File: src/hdl/nco_mixer_decimator_top_macros.svh
// Assertion macros shared by the NCO mixer/decimator RTL.
// Depends on: a clock named i_clk and an active-low reset named i_rst_n in the using module.
`ifndef NCO_MIXER_DECIMATOR_TOP_MACROS_SVH
`define NCO_MIXER_DECIMATOR_TOP_MACROS_SVH

// Same-cycle implication, disabled while reset is held.
`define NMD_ASSERT_NOW(lbl, ante, cons, msg) \
    lbl: assert property (@(posedge i_clk) disable iff (!i_rst_n) (ante) |-> (cons)) \
        else $error(msg);

// Next-cycle implication, disabled while reset is held.
`define NMD_ASSERT_NXT(lbl, ante, cons, msg) \
    lbl: assert property (@(posedge i_clk) disable iff (!i_rst_n) (ante) |=> (cons)) \
        else $error(msg);

`endif

File: src/hdl/nmd_pkg.sv
// Shared types, constants and the sine table builder for the NCO mixer/decimator.
// Depends on: nothing.
package nmd_pkg;

    localparam int SAMPLE_BITS = 16;
    localparam int FRAC_BITS   = 15;
    localparam int SINE_DEPTH  = 1024;
    localparam int SINE_ABITS  = $clog2(SINE_DEPTH);
    localparam int SAMP_MAX    = (1 << (SAMPLE_BITS - 1)) - 1;

    localparam longint HALF_PI_Q30 = 64'sd1686629713;
    localparam longint ONE_Q30     = 64'sd1073741824;

    // Register indexes on the configuration port
    localparam logic [1:0] REG_DECIMATION  = 2'd0;
    localparam logic [1:0] REG_PHASE_STEP  = 2'd1;
    localparam logic [1:0] REG_START_INDEX = 2'd2;
    localparam logic [1:0] REG_END_INDEX   = 2'd3;

    typedef logic signed [SAMPLE_BITS-1:0] t_sample;
    typedef logic [SINE_ABITS-1:0]         t_rom_addr;
    typedef logic [SINE_DEPTH*16-1:0]      t_sine_tbl;

    // Stage-1 command from the sample controller to the table and mixer
    typedef struct packed {
        logic      keep;
        t_rom_addr sin_addr;
        t_rom_addr cos_addr;
    } t_cmd;

    // One table entry: quadrant fold, then a fixed Q30 Taylor series.
    function automatic logic signed [15:0] f_sine_entry(input int k);
        longint p;
        longint x;
        longint x2;
        longint term;
        longint sum;
        longint v;
        logic   neg;
        p   = longint'(k) * 4;
        neg = 1'b0;
        if (p >= 2 * SINE_DEPTH) begin
            p   = p - 2 * SINE_DEPTH;
            neg = 1'b1;
        end
        if (p > SINE_DEPTH) begin
            p = 2 * SINE_DEPTH - p;
        end
        x    = (HALF_PI_Q30 * p) / SINE_DEPTH;
        x2   = (x * x) / ONE_Q30;
        term = x;
        sum  = x;
        term = -((term * x2) / ONE_Q30);  term = term / 6;    sum = sum + term;
        term = -((term * x2) / ONE_Q30);  term = term / 20;   sum = sum + term;
        term = -((term * x2) / ONE_Q30);  term = term / 42;   sum = sum + term;
        term = -((term * x2) / ONE_Q30);  term = term / 72;   sum = sum + term;
        term = -((term * x2) / ONE_Q30);  term = term / 110;  sum = sum + term;
        term = -((term * x2) / ONE_Q30);  term = term / 156;  sum = sum + term;
        term = -((term * x2) / ONE_Q30);  term = term / 210;  sum = sum + term;
        term = -((term * x2) / ONE_Q30);  term = term / 272;  sum = sum + term;
        if (sum < 0) begin
            sum = 0;
        end
        v = (sum * 32767 + (ONE_Q30 / 2)) / ONE_Q30;
        if (v > 32767) begin
            v = 32767;
        end
        if (neg) begin
            v = -v;
        end
        return 16'(v);
    endfunction

    // Whole table packed entry 0 in the lowest bits; evaluated at elaboration.
    function automatic t_sine_tbl f_sine_table();
        t_sine_tbl tbl;
        tbl = '0;
        for (int k = 0; k < SINE_DEPTH; k++) begin
            tbl[k*16 +: 16] = f_sine_entry(k);
        end
        return tbl;
    endfunction

endpackage

File: src/hdl/nmd_ctrl.sv
// Sample index, window test, decimation counter and phase accumulator.
// Depends on: nmd_pkg.
module nmd_ctrl
    import nmd_pkg::*;
#(
    parameter int PHASE_BITS = 32
) (
    input  logic        i_clk,
    input  logic        i_rst_n,
    input  logic        i_en,
    input  logic        i_accept,
    input  logic        i_restart,
    input  t_sample     i_i_sample,
    input  t_sample     i_q_sample,
    input  logic [15:0] i_decimation,
    input  logic [31:0] i_phase_step,
    input  logic [31:0] i_start_index,
    input  logic [31:0] i_end_index,
    output t_cmd        o_cmd,
    output t_sample     o_i_sample,
    output t_sample     o_q_sample
);

    localparam logic [31:0] IDX_MAX = '1;

    logic [31:0]           r_sample_index;
    logic [15:0]           r_decim_count;
    logic [PHASE_BITS-1:0] r_phase_acc;
    logic                  r_keep;
    t_rom_addr             r_sin_addr;
    t_rom_addr             r_cos_addr;
    t_sample               r_i_sample;
    t_sample               r_q_sample;

    logic [31:0]           w_idx;
    logic [15:0]           w_dc;
    logic [PHASE_BITS-1:0] w_ph;
    logic [PHASE_BITS-1:0] w_step;
    logic [15:0]           w_dec;
    logic [15:0]           w_dc0;
    logic [15:0]           w_dc1;
    logic [15:0]           w_dc_next;
    logic                  w_in_win;
    logic                  w_keep;
    t_rom_addr             w_addr;

    always_comb begin
        // Restart clears the counters and phase before this sample is handled
        w_idx     = i_restart ? '0 : r_sample_index;
        w_dc      = i_restart ? '0 : r_decim_count;
        w_ph      = i_restart ? '0 : r_phase_acc;
        w_step    = PHASE_BITS'($signed(i_phase_step));
        w_in_win  = (w_idx >= i_start_index) && (w_idx < i_end_index);
        w_dec     = (i_decimation == '0) ? 16'd1 : i_decimation;
        w_dc0     = (w_dc >= w_dec) ? '0 : w_dc;
        w_keep    = w_in_win && (w_dc0 == '0);
        w_dc1     = w_dc0 + 16'd1;
        w_dc_next = (w_dc1 >= w_dec) ? '0 : w_dc1;
        w_addr    = w_ph[PHASE_BITS-1 -: SINE_ABITS];
    end

    always_ff @(posedge i_clk) begin
        if (!i_rst_n) begin
            r_sample_index <= '0;
            r_decim_count  <= '0;
            r_phase_acc    <= '0;
            r_keep         <= 1'b0;
        end else begin
            if (i_accept) begin
                r_sample_index <= (w_idx == IDX_MAX) ? w_idx : w_idx + 32'd1;
                r_decim_count  <= w_in_win ? w_dc_next : w_dc;
                r_phase_acc    <= w_keep ? w_ph + w_step : w_ph;
            end
            if (i_en) begin
                r_keep <= i_accept && w_keep;
            end
        end
    end

    always_ff @(posedge i_clk) begin
        if (i_en) begin
            r_sin_addr <= w_addr;
            r_cos_addr <= w_addr + t_rom_addr'(SINE_DEPTH / 4);
            r_i_sample <= i_i_sample;
            r_q_sample <= i_q_sample;
        end
    end

    assign o_cmd      = '{keep: r_keep, sin_addr: r_sin_addr, cos_addr: r_cos_addr};
    assign o_i_sample = r_i_sample;
    assign o_q_sample = r_q_sample;

endmodule

File: src/hdl/nmd_sine_rom.sv
// Sine table with two registered read ports (sine and cosine).
// Depends on: nmd_pkg.
module nmd_sine_rom
    import nmd_pkg::*;
(
    input  logic                i_clk,
    input  logic                i_en,
    input  t_rom_addr           i_sin_addr,
    input  t_rom_addr           i_cos_addr,
    output logic signed [15:0]  o_sin,
    output logic signed [15:0]  o_cos
);

    localparam t_sine_tbl SINE_TBL = f_sine_table();

    logic signed [15:0] r_sin;
    logic signed [15:0] r_cos;

    always_ff @(posedge i_clk) begin
        if (i_en) begin
            r_sin <= SINE_TBL[i_sin_addr*16 +: 16];
            r_cos <= SINE_TBL[i_cos_addr*16 +: 16];
        end
    end

    assign o_sin = r_sin;
    assign o_cos = r_cos;

endmodule

File: src/hdl/nmd_cmul.sv
// Complex multiply by the oscillator, then round and saturate to Q1.15.
// Depends on: nmd_pkg.
module nmd_cmul
    import nmd_pkg::*;
(
    input  logic               i_clk,
    input  logic               i_rst_n,
    input  logic               i_en,
    input  logic               i_valid,
    input  t_sample            i_i_sample,
    input  t_sample            i_q_sample,
    input  logic signed [15:0] i_sin,
    input  logic signed [15:0] i_cos,
    output logic               o_valid,
    output t_sample            o_i_out,
    output t_sample            o_q_out
);

    localparam int PROD_W = SAMPLE_BITS + 16;
    localparam int ACC_W  = PROD_W + 2;
    localparam int RND_W  = ACC_W - FRAC_BITS;
    localparam logic signed [ACC_W-1:0] HALF_LSB = ACC_W'(1 << (FRAC_BITS - 1));
    localparam logic signed [RND_W-1:0] SAT_HI   = RND_W'(SAMP_MAX);
    localparam logic signed [RND_W-1:0] SAT_LO   = -SAT_HI;

    logic                      r_v3;
    logic signed [PROD_W-1:0]  r_ic;
    logic signed [PROD_W-1:0]  r_qs;
    logic signed [PROD_W-1:0]  r_is;
    logic signed [PROD_W-1:0]  r_qc;
    logic                      r_valid;
    t_sample                   r_i_out;
    t_sample                   r_q_out;

    logic signed [ACC_W-1:0]   w_acc_i;
    logic signed [ACC_W-1:0]   w_acc_q;
    logic signed [RND_W-1:0]   w_rnd_i;
    logic signed [RND_W-1:0]   w_rnd_q;
    t_sample                   w_sat_i;
    t_sample                   w_sat_q;

    always_ff @(posedge i_clk) begin
        if (i_en) begin
            r_ic <= PROD_W'(i_i_sample * i_cos);
            r_qs <= PROD_W'(i_q_sample * i_sin);
            r_is <= PROD_W'(i_i_sample * i_sin);
            r_qc <= PROD_W'(i_q_sample * i_cos);
        end
    end

    always_comb begin
        // Add half an LSB and floor: ties round toward plus infinity
        w_acc_i = ACC_W'(r_ic) - ACC_W'(r_qs) + HALF_LSB;
        w_acc_q = ACC_W'(r_is) + ACC_W'(r_qc) + HALF_LSB;
        w_rnd_i = RND_W'(w_acc_i >>> FRAC_BITS);
        w_rnd_q = RND_W'(w_acc_q >>> FRAC_BITS);
        if (w_rnd_i > SAT_HI) begin
            w_sat_i = SAMPLE_BITS'(SAT_HI);
        end else if (w_rnd_i < SAT_LO) begin
            w_sat_i = SAMPLE_BITS'(SAT_LO);
        end else begin
            w_sat_i = SAMPLE_BITS'(w_rnd_i);
        end
        if (w_rnd_q > SAT_HI) begin
            w_sat_q = SAMPLE_BITS'(SAT_HI);
        end else if (w_rnd_q < SAT_LO) begin
            w_sat_q = SAMPLE_BITS'(SAT_LO);
        end else begin
            w_sat_q = SAMPLE_BITS'(w_rnd_q);
        end
    end

    always_ff @(posedge i_clk) begin
        if (!i_rst_n) begin
            r_v3    <= 1'b0;
            r_valid <= 1'b0;
        end else if (i_en) begin
            r_v3    <= i_valid;
            r_valid <= r_v3;
        end
    end

    always_ff @(posedge i_clk) begin
        if (i_en) begin
            r_i_out <= w_sat_i;
            r_q_out <= w_sat_q;
        end
    end

    assign o_valid = r_valid;
    assign o_i_out = r_i_out;
    assign o_q_out = r_q_out;

endmodule

File: src/hdl/nco_mixer_decimator_top.sv
// Top level of the NCO mixer/decimator: configuration registers and pipeline glue.
// Depends on: nmd_pkg, nmd_ctrl, nmd_sine_rom, nmd_cmul, nco_mixer_decimator_top_macros.svh.
//
// The block takes one complex Q1.15 sample per transaction on the slave stream,
// numbers it, and keeps every decimation-th sample whose index lies in
// [start_index, end_index). A kept sample is rotated by an NCO whose phase
// starts at zero and advances by phase_step per kept sample; the result is
// rounded (ties upward) and saturated to +-32767, and leaves on the master
// stream. Dropped samples give no output transaction. A set restart flag in
// tuser makes that sample index 0 and clears the decimation count and phase.
// Throughput is one sample per clock while the output is not stalled; a kept
// sample passes four registers (controller, table read, multiplier, rounding),
// the first of which loads at the edge that accepts it, before it is presented
// on the master stream. The whole pipeline holds while the output is stalled.
// The 1024-entry sine table is a ROM fixed at elaboration; no clearing pass
// follows reset. Registers sit on the APB port at byte addresses 0x0
// decimation, 0x4 phase_step, 0x8 start_index, 0xC end_index; write them only
// while no sample is in flight.
`include "nco_mixer_decimator_top_macros.svh"

module nco_mixer_decimator_top
    import nmd_pkg::*;
#(
    parameter int PHASE_BITS = 32
) (
    input  logic        i_clk,
    input  logic        i_rst_n,
    // Slave stream
    input  logic        s_axis_tvalid,
    output logic        s_axis_tready,
    input  logic [31:0] s_axis_tdata,   // [15:0] i_sample, [31:16] q_sample
    input  logic [0:0]  s_axis_tuser,   // [0] restart
    // Master stream
    output logic        m_axis_tvalid,
    input  logic        m_axis_tready,
    output logic [31:0] m_axis_tdata,   // [15:0] i_out, [31:16] q_out
    // APB configuration port
    input  logic        psel,
    input  logic        penable,
    input  logic        pwrite,
    input  logic [3:0]  paddr,
    input  logic [31:0] pwdata,
    output logic [31:0] prdata,
    output logic        pready
);

    logic [15:0] r_decimation;
    logic [31:0] r_phase_step;
    logic [31:0] r_start_index;
    logic [31:0] r_end_index;

    logic               r_v2;
    t_sample            r_i2;
    t_sample            r_q2;

    logic               w_en;
    logic               w_accept;
    logic               w_cfg_wr;
    logic [1:0]         w_reg_idx;
    t_cmd               w_cmd;
    t_sample            w_i1;
    t_sample            w_q1;
    logic signed [15:0] w_sin;
    logic signed [15:0] w_cos;
    t_sample            w_i_out;
    t_sample            w_q_out;

    // Advance every stage unless a finished result is waiting
    assign w_en          = !m_axis_tvalid || m_axis_tready;
    assign s_axis_tready = w_en;
    assign w_accept      = s_axis_tvalid && s_axis_tready;

    // ---------------- Configuration registers ----------------
    assign pready    = 1'b1;
    assign w_reg_idx = paddr[3:2];
    assign w_cfg_wr  = psel && penable && pwrite && pready;

    always_ff @(posedge i_clk) begin
        if (!i_rst_n) begin
            r_decimation  <= 16'd1;
            r_phase_step  <= '0;
            r_start_index <= '0;
            r_end_index   <= '1;
        end else if (w_cfg_wr) begin
            case (w_reg_idx)
                REG_DECIMATION:  r_decimation  <= pwdata[15:0];
                REG_PHASE_STEP:  r_phase_step  <= pwdata;
                REG_START_INDEX: r_start_index <= pwdata;
                REG_END_INDEX:   r_end_index   <= pwdata;
                default: ;
            endcase
        end
    end

    always_comb begin
        case (w_reg_idx)
            REG_DECIMATION:  prdata = {16'd0, r_decimation};
            REG_PHASE_STEP:  prdata = r_phase_step;
            REG_START_INDEX: prdata = r_start_index;
            REG_END_INDEX:   prdata = r_end_index;
            default:         prdata = '0;
        endcase
    end

    // ---------------- Stage 1: index, window, decimation, phase ----------------
    nmd_ctrl #(
        .PHASE_BITS (PHASE_BITS)
    ) u_ctrl (
        .i_clk         (i_clk),
        .i_rst_n       (i_rst_n),
        .i_en          (w_en),
        .i_accept      (w_accept),
        .i_restart     (s_axis_tuser[0]),
        .i_i_sample    (s_axis_tdata[15:0]),
        .i_q_sample    (s_axis_tdata[31:16]),
        .i_decimation  (r_decimation),
        .i_phase_step  (r_phase_step),
        .i_start_index (r_start_index),
        .i_end_index   (r_end_index),
        .o_cmd         (w_cmd),
        .o_i_sample    (w_i1),
        .o_q_sample    (w_q1)
    );

    // ---------------- Stage 2: table read ----------------
    nmd_sine_rom u_rom (
        .i_clk      (i_clk),
        .i_en       (w_en),
        .i_sin_addr (w_cmd.sin_addr),
        .i_cos_addr (w_cmd.cos_addr),
        .o_sin      (w_sin),
        .o_cos      (w_cos)
    );

    // Carry the sample alongside the table read
    always_ff @(posedge i_clk) begin
        if (!i_rst_n) begin
            r_v2 <= 1'b0;
        end else if (w_en) begin
            r_v2 <= w_cmd.keep;
        end
    end

    always_ff @(posedge i_clk) begin
        if (w_en) begin
            r_i2 <= w_i1;
            r_q2 <= w_q1;
        end
    end

    // ---------------- Stages 3 and 4: multiply, round, saturate ----------------
    nmd_cmul u_cmul (
        .i_clk      (i_clk),
        .i_rst_n    (i_rst_n),
        .i_en       (w_en),
        .i_valid    (r_v2),
        .i_i_sample (r_i2),
        .i_q_sample (r_q2),
        .i_sin      (w_sin),
        .i_cos      (w_cos),
        .o_valid    (m_axis_tvalid),
        .o_i_out    (w_i_out),
        .o_q_out    (w_q_out)
    );

    assign m_axis_tdata = {w_q_out, w_i_out};

    // ---------------- Assertions ----------------
    `NMD_ASSERT_NOW(a_no_neg_full_scale, m_axis_tvalid, (m_axis_tdata[15:0] != 16'h8000) && (m_axis_tdata[31:16] != 16'h8000), "output reached -32768")
    `NMD_ASSERT_NXT(a_restart_kept, w_accept && s_axis_tuser[0] && (r_start_index == '0) && (r_end_index != '0), w_cmd.keep, "restart sample at index zero not kept")
    `NMD_ASSERT_NXT(a_empty_window, w_accept && (r_start_index >= r_end_index), !w_cmd.keep, "sample kept with an empty window")
    `NMD_ASSERT_NXT(a_stall_holds, !w_en, $stable(w_cmd.keep) && $stable(r_v2), "pipeline moved during a stall")

endmodule

File: config.mk
export PLATFORM = sky130hd
export DESIGN_NAME = nco_mixer_decimator_top
export DESIGN_NICKNAME = d
export VERILOG_FILES = /design/src/hdl/nmd_pkg.sv /design/src/hdl/nmd_ctrl.sv /design/src/hdl/nmd_sine_rom.sv /design/src/hdl/nmd_cmul.sv /design/src/hdl/nco_mixer_decimator_top.sv
export VERILOG_INCLUDE_DIRS = /design/src /design/src/hdl
export SDC_FILE = /design/constraint.sdc
export NUM_CORES = 2
export LEC_CHECK = 0
export BUFFER_PORTS_ARGS = -buffer_cell sky130_fd_sc_hd__buf_4
export CORE_AREA = 2 2 506 508
export DETAILED_ROUTE_END_ITERATION = 8
export DIE_AREA = 0 0 508 510
export SLEW_MARGIN = 20
export SYNTH_ARGS = -nofsm -noshare
export SYNTH_HDL_FRONTEND = slang
export SYNTH_SLANG_ARGS = --single-unit
File: constraint.sdc
create_clock -name i_clk -period 8.3 [get_ports i_clk]
set_input_delay 0.415 -clock i_clk [delete_from_list [all_inputs] [get_ports i_clk]]
set_output_delay 0.415 -clock i_clk [all_outputs]
set_load 0.01 [all_outputs]
Word-level counts from Yosys, hierarchy flattened --
Index checks and enable logic that the tools add are counted.
Word-level totals: register bits 472
Cells by class: shifts and indexed selects 2, $lt $le $gt $ge 8, muxes and demuxes 12, add/sub/neg operators 8, equal/unequal tests 4, multipliers 4, reductions and logical operators 17
Operators by type and width (count):
- variable part select 16384 x 15 -> 16 bit (first input constant) | 2
- multiplier 16 x 16 -> 32 bit | 4
- 2-to-1 mux 32 bit | 4
- one-hot mux 32 bit (4 select lines) | 1
- 2-to-1 mux 16 bit | 7
- adder 34 x 16 -> 34 bit (second input constant) | 2
- greater-than comparator 19 x 16 -> 1 bit (second input constant) | 2
- < comparator 19 x 16 -> 1 bit (second input constant) | 2
- adder 32 x 32 -> 33 bit | 1
- subtractor 32 x 32 -> 33 bit | 1
- adder 32 x 1 -> 32 bit (second input constant) | 1
- adder 32 bit | 1
- equality test 32 bit (second input constant) | 1
- >= comparator 16 bit | 2
- >= comparator 32 bit | 1
- zero test 16 bit | 2
- < comparator 32 bit | 1
- adder 16 x 1 -> 16 bit (second input constant) | 1
- adder 10 x 9 -> 10 bit (second input constant) | 1
- AND reduction 2 bit | 4
- logical AND 1 bit | 6
- equality test 2 bit (second input constant) | 2
- OR reduction 2 bit | 2
- equality test 2 x 1 -> 1 bit (second input constant) | 1
- 3 further kinds | 3

Longest topological paths before layout --
depth in word-level cells 8, depth in mapped cells 28, depth with buffers taken out 27

Cells and area by module --
Synthesis repeated with hierarchy kept, for this count alone.
Unflattened totals: cell total of the unflattened synthesis 11016, area total of the unflattened synthesis 90038.9 sq um
By module, submodules not included:
- nmd_cmul | instances 1, sequential area each 4844.6 sq um, area each 48649.2 sq um, cells an instance 5149
- nmd_sine_rom | instances 1, sequential area each 960.9 sq um, area each 25816.0 sq um, cells an instance 4221
- nmd_ctrl | instances 1, sequential area each 2942.8 sq um, area each 9561.7 sq um, cells an instance 1106
- nco_mixer_decimator_top | instances 1, sequential area each 3223.1 sq um, area each 6012.0 sq um, cells an instance 540

Worst setup path before layout --
No wires, ideal clock.
kind reg-to-reg, start register u_cmul.r_valid (netlist: u_cmul.o_valid), end register u_ctrl.r_sample_index[30], arrival 8859 ps, setup slack -674 ps, cell stages (with the launch flop) 12, cell sequence dfxtp_1 -> nor2b_1 -> inv_1 -> nand2_1 -> nor4_1 -> nand2b_1 -> nor3_1 -> nand2_1 -> nor3_1 -> nand3_1 -> xor2_1 -> and2_1
Between the ends: longest elaborated chain between the ends 3
Ends and longest elaborated chain:
- from (decl) | RTL line nmd_cmul.sv:31 | logic r_valid;
- from (signal assigned) | RTL line nmd_cmul.sv:79 | r_valid <= r_v3;
- zero test 1 bit | RTL line nco_mixer_decimator_top.sv:69 | assign w_en = !m_axis_tvalid || m_axis_tready;
- logical OR 1 bit | RTL line nco_mixer_decimator_top.sv:69
- via s_axis_tready | RTL line nco_mixer_decimator_top.sv:30 | output logic s_axis_tready,
- logical AND 1 bit | RTL line nco_mixer_decimator_top.sv:71 | assign w_accept = s_axis_tvalid && s_axis_tready;
- to (signal assigned) | RTL line nmd_ctrl.sv:70 | r_sample_index <= (w_idx == IDX_MAX) ? w_idx : w_idx + 32'd1;
- to (decl) | RTL line nmd_ctrl.sv:26 | logic [31:0] r_sample_index;
The timed path passes the listed nets, and every way through them passes these cells. A chain may end at the register's enable or synchronous reset.

Worst setup path in the final report --
start register u_rom.r_sin[2] (netlist: u_rom.o_sin[2]), end register u_cmul.r_is[31] (data pin)
Between the ends: longest elaborated chain between the ends 1
Ends and longest elaborated chain:
- from (decl) | RTL line nmd_sine_rom.sv:16 | logic signed [15:0] r_sin;
- from (signal assigned) | RTL line nmd_sine_rom.sv:21 | r_sin <= SINE_TBL[i_sin_addr*16 +: 16];
- multiplier 16 x 16 -> 32 bit | RTL line nmd_cmul.sv:46 | r_is <= PROD_W'(i_i_sample * i_sin);
- to (signal assigned) | RTL line nmd_cmul.sv:46
- to (decl) | RTL line nmd_cmul.sv:29 | logic signed [PROD_W-1:0] r_is;
Every way passes these cells.

==> summary.md <==
| Metric | Value |
|---|---|
| Status | `completed` |
| Hold path depth | `4` |
| Die H | `about 510 um` |
| Critical Path Source Type | `register` |
| Least-Margin Pin Slew | `1290 ps` |
| Grt total ovfl | `0` |
| Die X | `~510 um` |
| First-pass iteration count of the detailed router | `6` |
| Final Slew Violations | `0` |
| Max Freq | `126 MHz` |
| CTS Buf Count | `between 50 and 60` |
| Post-synth EDFFs | `~270` |
| Vias in the first global route | `between 60000 and 70000` |
| Rel. slew slack | `12.9%` |
| Vias | `approximately 67000` |
| H-tree Lvls | `2` |
| Max-Cap Viols | `0` |
| Row cnt | `185` |
| Synth Warn # | `0` |
| Skew final | `43.4 ps` |
| Initial DRC Count | `6729` |
| I/O pins | `143` |
| Die ar. | `0.259 mm^2` |
| Mapped Area | `~0.076 mm^2` |
| Latest clock arrival within the worst-skew pair | `730 ps` |
| Synth Flop Type | `edfxtp_1` |
| Nets | `10582` |
| Post-route ant nets | `0` |
| CP required | `8770 ps` |
| RSZ-0062 raised after global routing | `false` |
| Worst hold path class | `in2reg` |
| Post-route setup TNS | `0 ps` |
| Ys async rst share | `0%` |
| Clock root buffer | `clkbuf_16` |
| Post-Syn Instances | `8932` |
| Clk buf depth | `3` |
| Worst flop-to-flop path endpoint | `u_cmul.r_is[31]$_DFFE_PN_` |
| Postcts setup bufs | `0` |
| Area grow syn2layout | `10.8%` |
| Avg WL per Cell | `24.6 um` |
| WL final | `roughly 300 mm` |
| Commonest cells after routing, fill and taps aside | `inv_1 (1368), nand2_1 (1202), fa_1 (1049), ha_1 (548), and2_1 (501)` |
| R2r setup slk | `380 ps` |
| Starting density of the core | `29.9%` |
| Min-Delay Endpoint | `u_ctrl.r_keep$_SDFFE_PN0N_` |
| Final Hold Viols | `0` |
| Global-route wire length before repair | `451 mm` |
| Total track usage | `about a quarter` |
| GPL Wtd Cong | `1.06` |
| Hold_sp | `m_axis_tready` |
| Syn Area/Cell | `8.48 um^2` |
| Critical Path Fanout Max | `17` |
| Drt drc | `0` |
| Period utilisation layout | `95.4%` |
| Number of synthesized register bits | `464` |
| Initial antenna violation count | `18` |
| R2R depth | `23` |
| CP Class | `reg2reg` |
| Critical path capture point type | `register` |
| Post-Syn Nets | `10607` |
| Post-DP HPWL | `233 mm` |
| PortBufs | `139` |
| Largest net degree at the start of global routing | `112` |
| Clock sinks | `464` |
| Crit path time final | `7920 ps` |
| CTS tree | `built` |
| R2R Path Start | `u_rom.o_sin[2]$_DFFE_PN_` |
| Total core area | `0.253 mm^2` |
| Setup violations, final | `0` |
| Sequential share of the synthesized area | `15.8%` |
| Critical path arrival | `8380 ps` |
| Commonest non-fill, non-tap cell in the layout | `inv_1` |
| Fraction of layout cells with a size suffix above 1 | `about 7.4%` |
| Worst-path clk slew | `70 ps` |
| DR vias/cell | `5.40` |
| Distinct cell type count after synthesis | `95` |
how the worst max path moves through the flow:
stage | from | to | slack, ps | cells after the start
4_1_cts | u_rom.o_sin[2]$_DFFE_PN_ | u_cmul.r_is[31]$_DFFE_PN_ | 460 | 23
3_5_place_dp | u_rom.o_sin[2]$_DFFE_PN_ | u_cmul.r_is[31]$_DFFE_PN_ | 500 | 23
5_1_grt | u_rom.o_sin[2]$_DFFE_PN_ | u_cmul.r_is[31]$_DFFE_PN_ | 20 | 23
6_report | u_rom.o_sin[2]$_DFFE_PN_ | u_cmul.r_is[31]$_DFFE_PN_ | 380 | 23
2_1_floorplan | r_i2[12]$_DFFE_PN_ | u_cmul.r_is[31]$_DFFE_PN_ | 1300 | 26
3_3_place_gp | u_rom.o_sin[1]$_DFFE_PN_ | u_cmul.r_is[31]$_DFFE_PN_ | 530 | 23
metal layers:
metal | track usage [%] | share of wire, %
met5 | 0 | 0.050
met4 | 12.8 | 6.5
met3 | 4.28 | 7.8
met2 | 36.7 | 45
met1 | 30.1 | 41
cell usage after synthesis (41+ instances only):
master / count / share of area, %
inv_1: 1371 / 6.8
nand4_1: 53 / 0.44
xnor2_1: 179 / 2.1
edfxtp_1: 268 / 11
a211oi_1: 88 / 0.87
nand2b_1: 83 / 0.69
o22ai_1: 41 / 0.34
a21boi_0: 101 / 1.0
buf_1: 49 / 0.24
nand2_1: 1207 / 6.0
nor2b_1: 118 / 0.97
xor2_1: 86 / 0.99
a21oi_1: 422 / 2.8
nand3_1: 152 / 1.0
a31oi_1: 69 / 0.57
nor3_1: 120 / 0.79
a21o_1: 113 / 1.1
mux4_2: 57 / 1.7
and2_1: 501 / 4.1
o21ai_0: 431 / 2.8
clkbuf_1: 492 / 2.4
fa_1: 1049 / 28
nor2_1: 441 / 2.2
ha_1: 550 / 9.1
dfxtp_1: 196 / 5.2
o211ai_1: 94 / 0.93
state kept, by name (all words and copies together) (netlist names), 32 cells and up:
register and count:
u_cmul.r_is 32, u_cmul.r_qs 32, r_phase_step 32, r_start_index 32
u_cmul.r_ic 32, u_ctrl.r_phase_acc 32, r_end_index 32, u_cmul.r_qc 32
u_ctrl.r_sample_index 32
per-stage QoR:
stage / cell area, um^2 / utilization (%) / setup slack, ps / hold WS, ps / instances
after floorplan: 75800 / - / 1300 / 400 / 8932
after global placement: 81100 / 32.0 / 529 / 406 / 12143
after detailed placement: 81100 / 32.0 / 504 / 406 / 12144
after CTS: 83900 / 33.1 / 463 / 116 / 12316
after global routing: 84000 / 33.1 / 21.5 / 162 / 12320
final: 84000 / 33.1 / 382 / 161 / 12324
cells by family (layout without fill, tap and decap cells):
kind of cell	Yosys count	count (layout)	synth area share, %
simple gates	2826	2826	17.6
buf+inv	1924	1946	9.57
compound gates	1772	1772	15.2
fa+ha+maj	1599	1599	36.8
flops	464	464	15.8
xor+xnor	265	265	3.06
mux	81	81	2.02
other cells	1	5	0.00495
critical path: stages, from the launching register on:
cell,delay [ps]
edfxtp_1,850
nand2_1,160
fa_1,560
inv_1,60
fa_1,560
fa_1,460
fa_1,560
inv_1,50
fa_1,470
inv_1,50
fa_1,440
ha_1,360
a21oi_1,260
o211ai_1,120
a21o_1,180
a21oi_1,180
a21boi_0,190
o31a_1,330
o41a_1,380
a41o_1,280
o41ai_1,570
o211a_1,300
nor2_1,50
a211o_1,220
layout make-up:
type                            instances  area [um^2]
Fill cell                           26398       169000
Multi-Input combinational cell       6544        56600
Sequential cell                       464        12000
Inverter                             1374         5160
Tap cell                             3366         4210
Timing Repair Buffer                  464         3800
Clock buffer                           73         1650
Clock inverter                         35          542
Antenna cell                            4         10.0
timing repair:
item                       in CTS  in global routing
resized for setup               0                  0
setup endpoints to repair       0                  0
hold endpoints to repair      144                  0
hold buffers                   64                  0
Power is not shown: default switching activity piles up to over one toggle a cycle in this logic, so the estimate is an artifact.
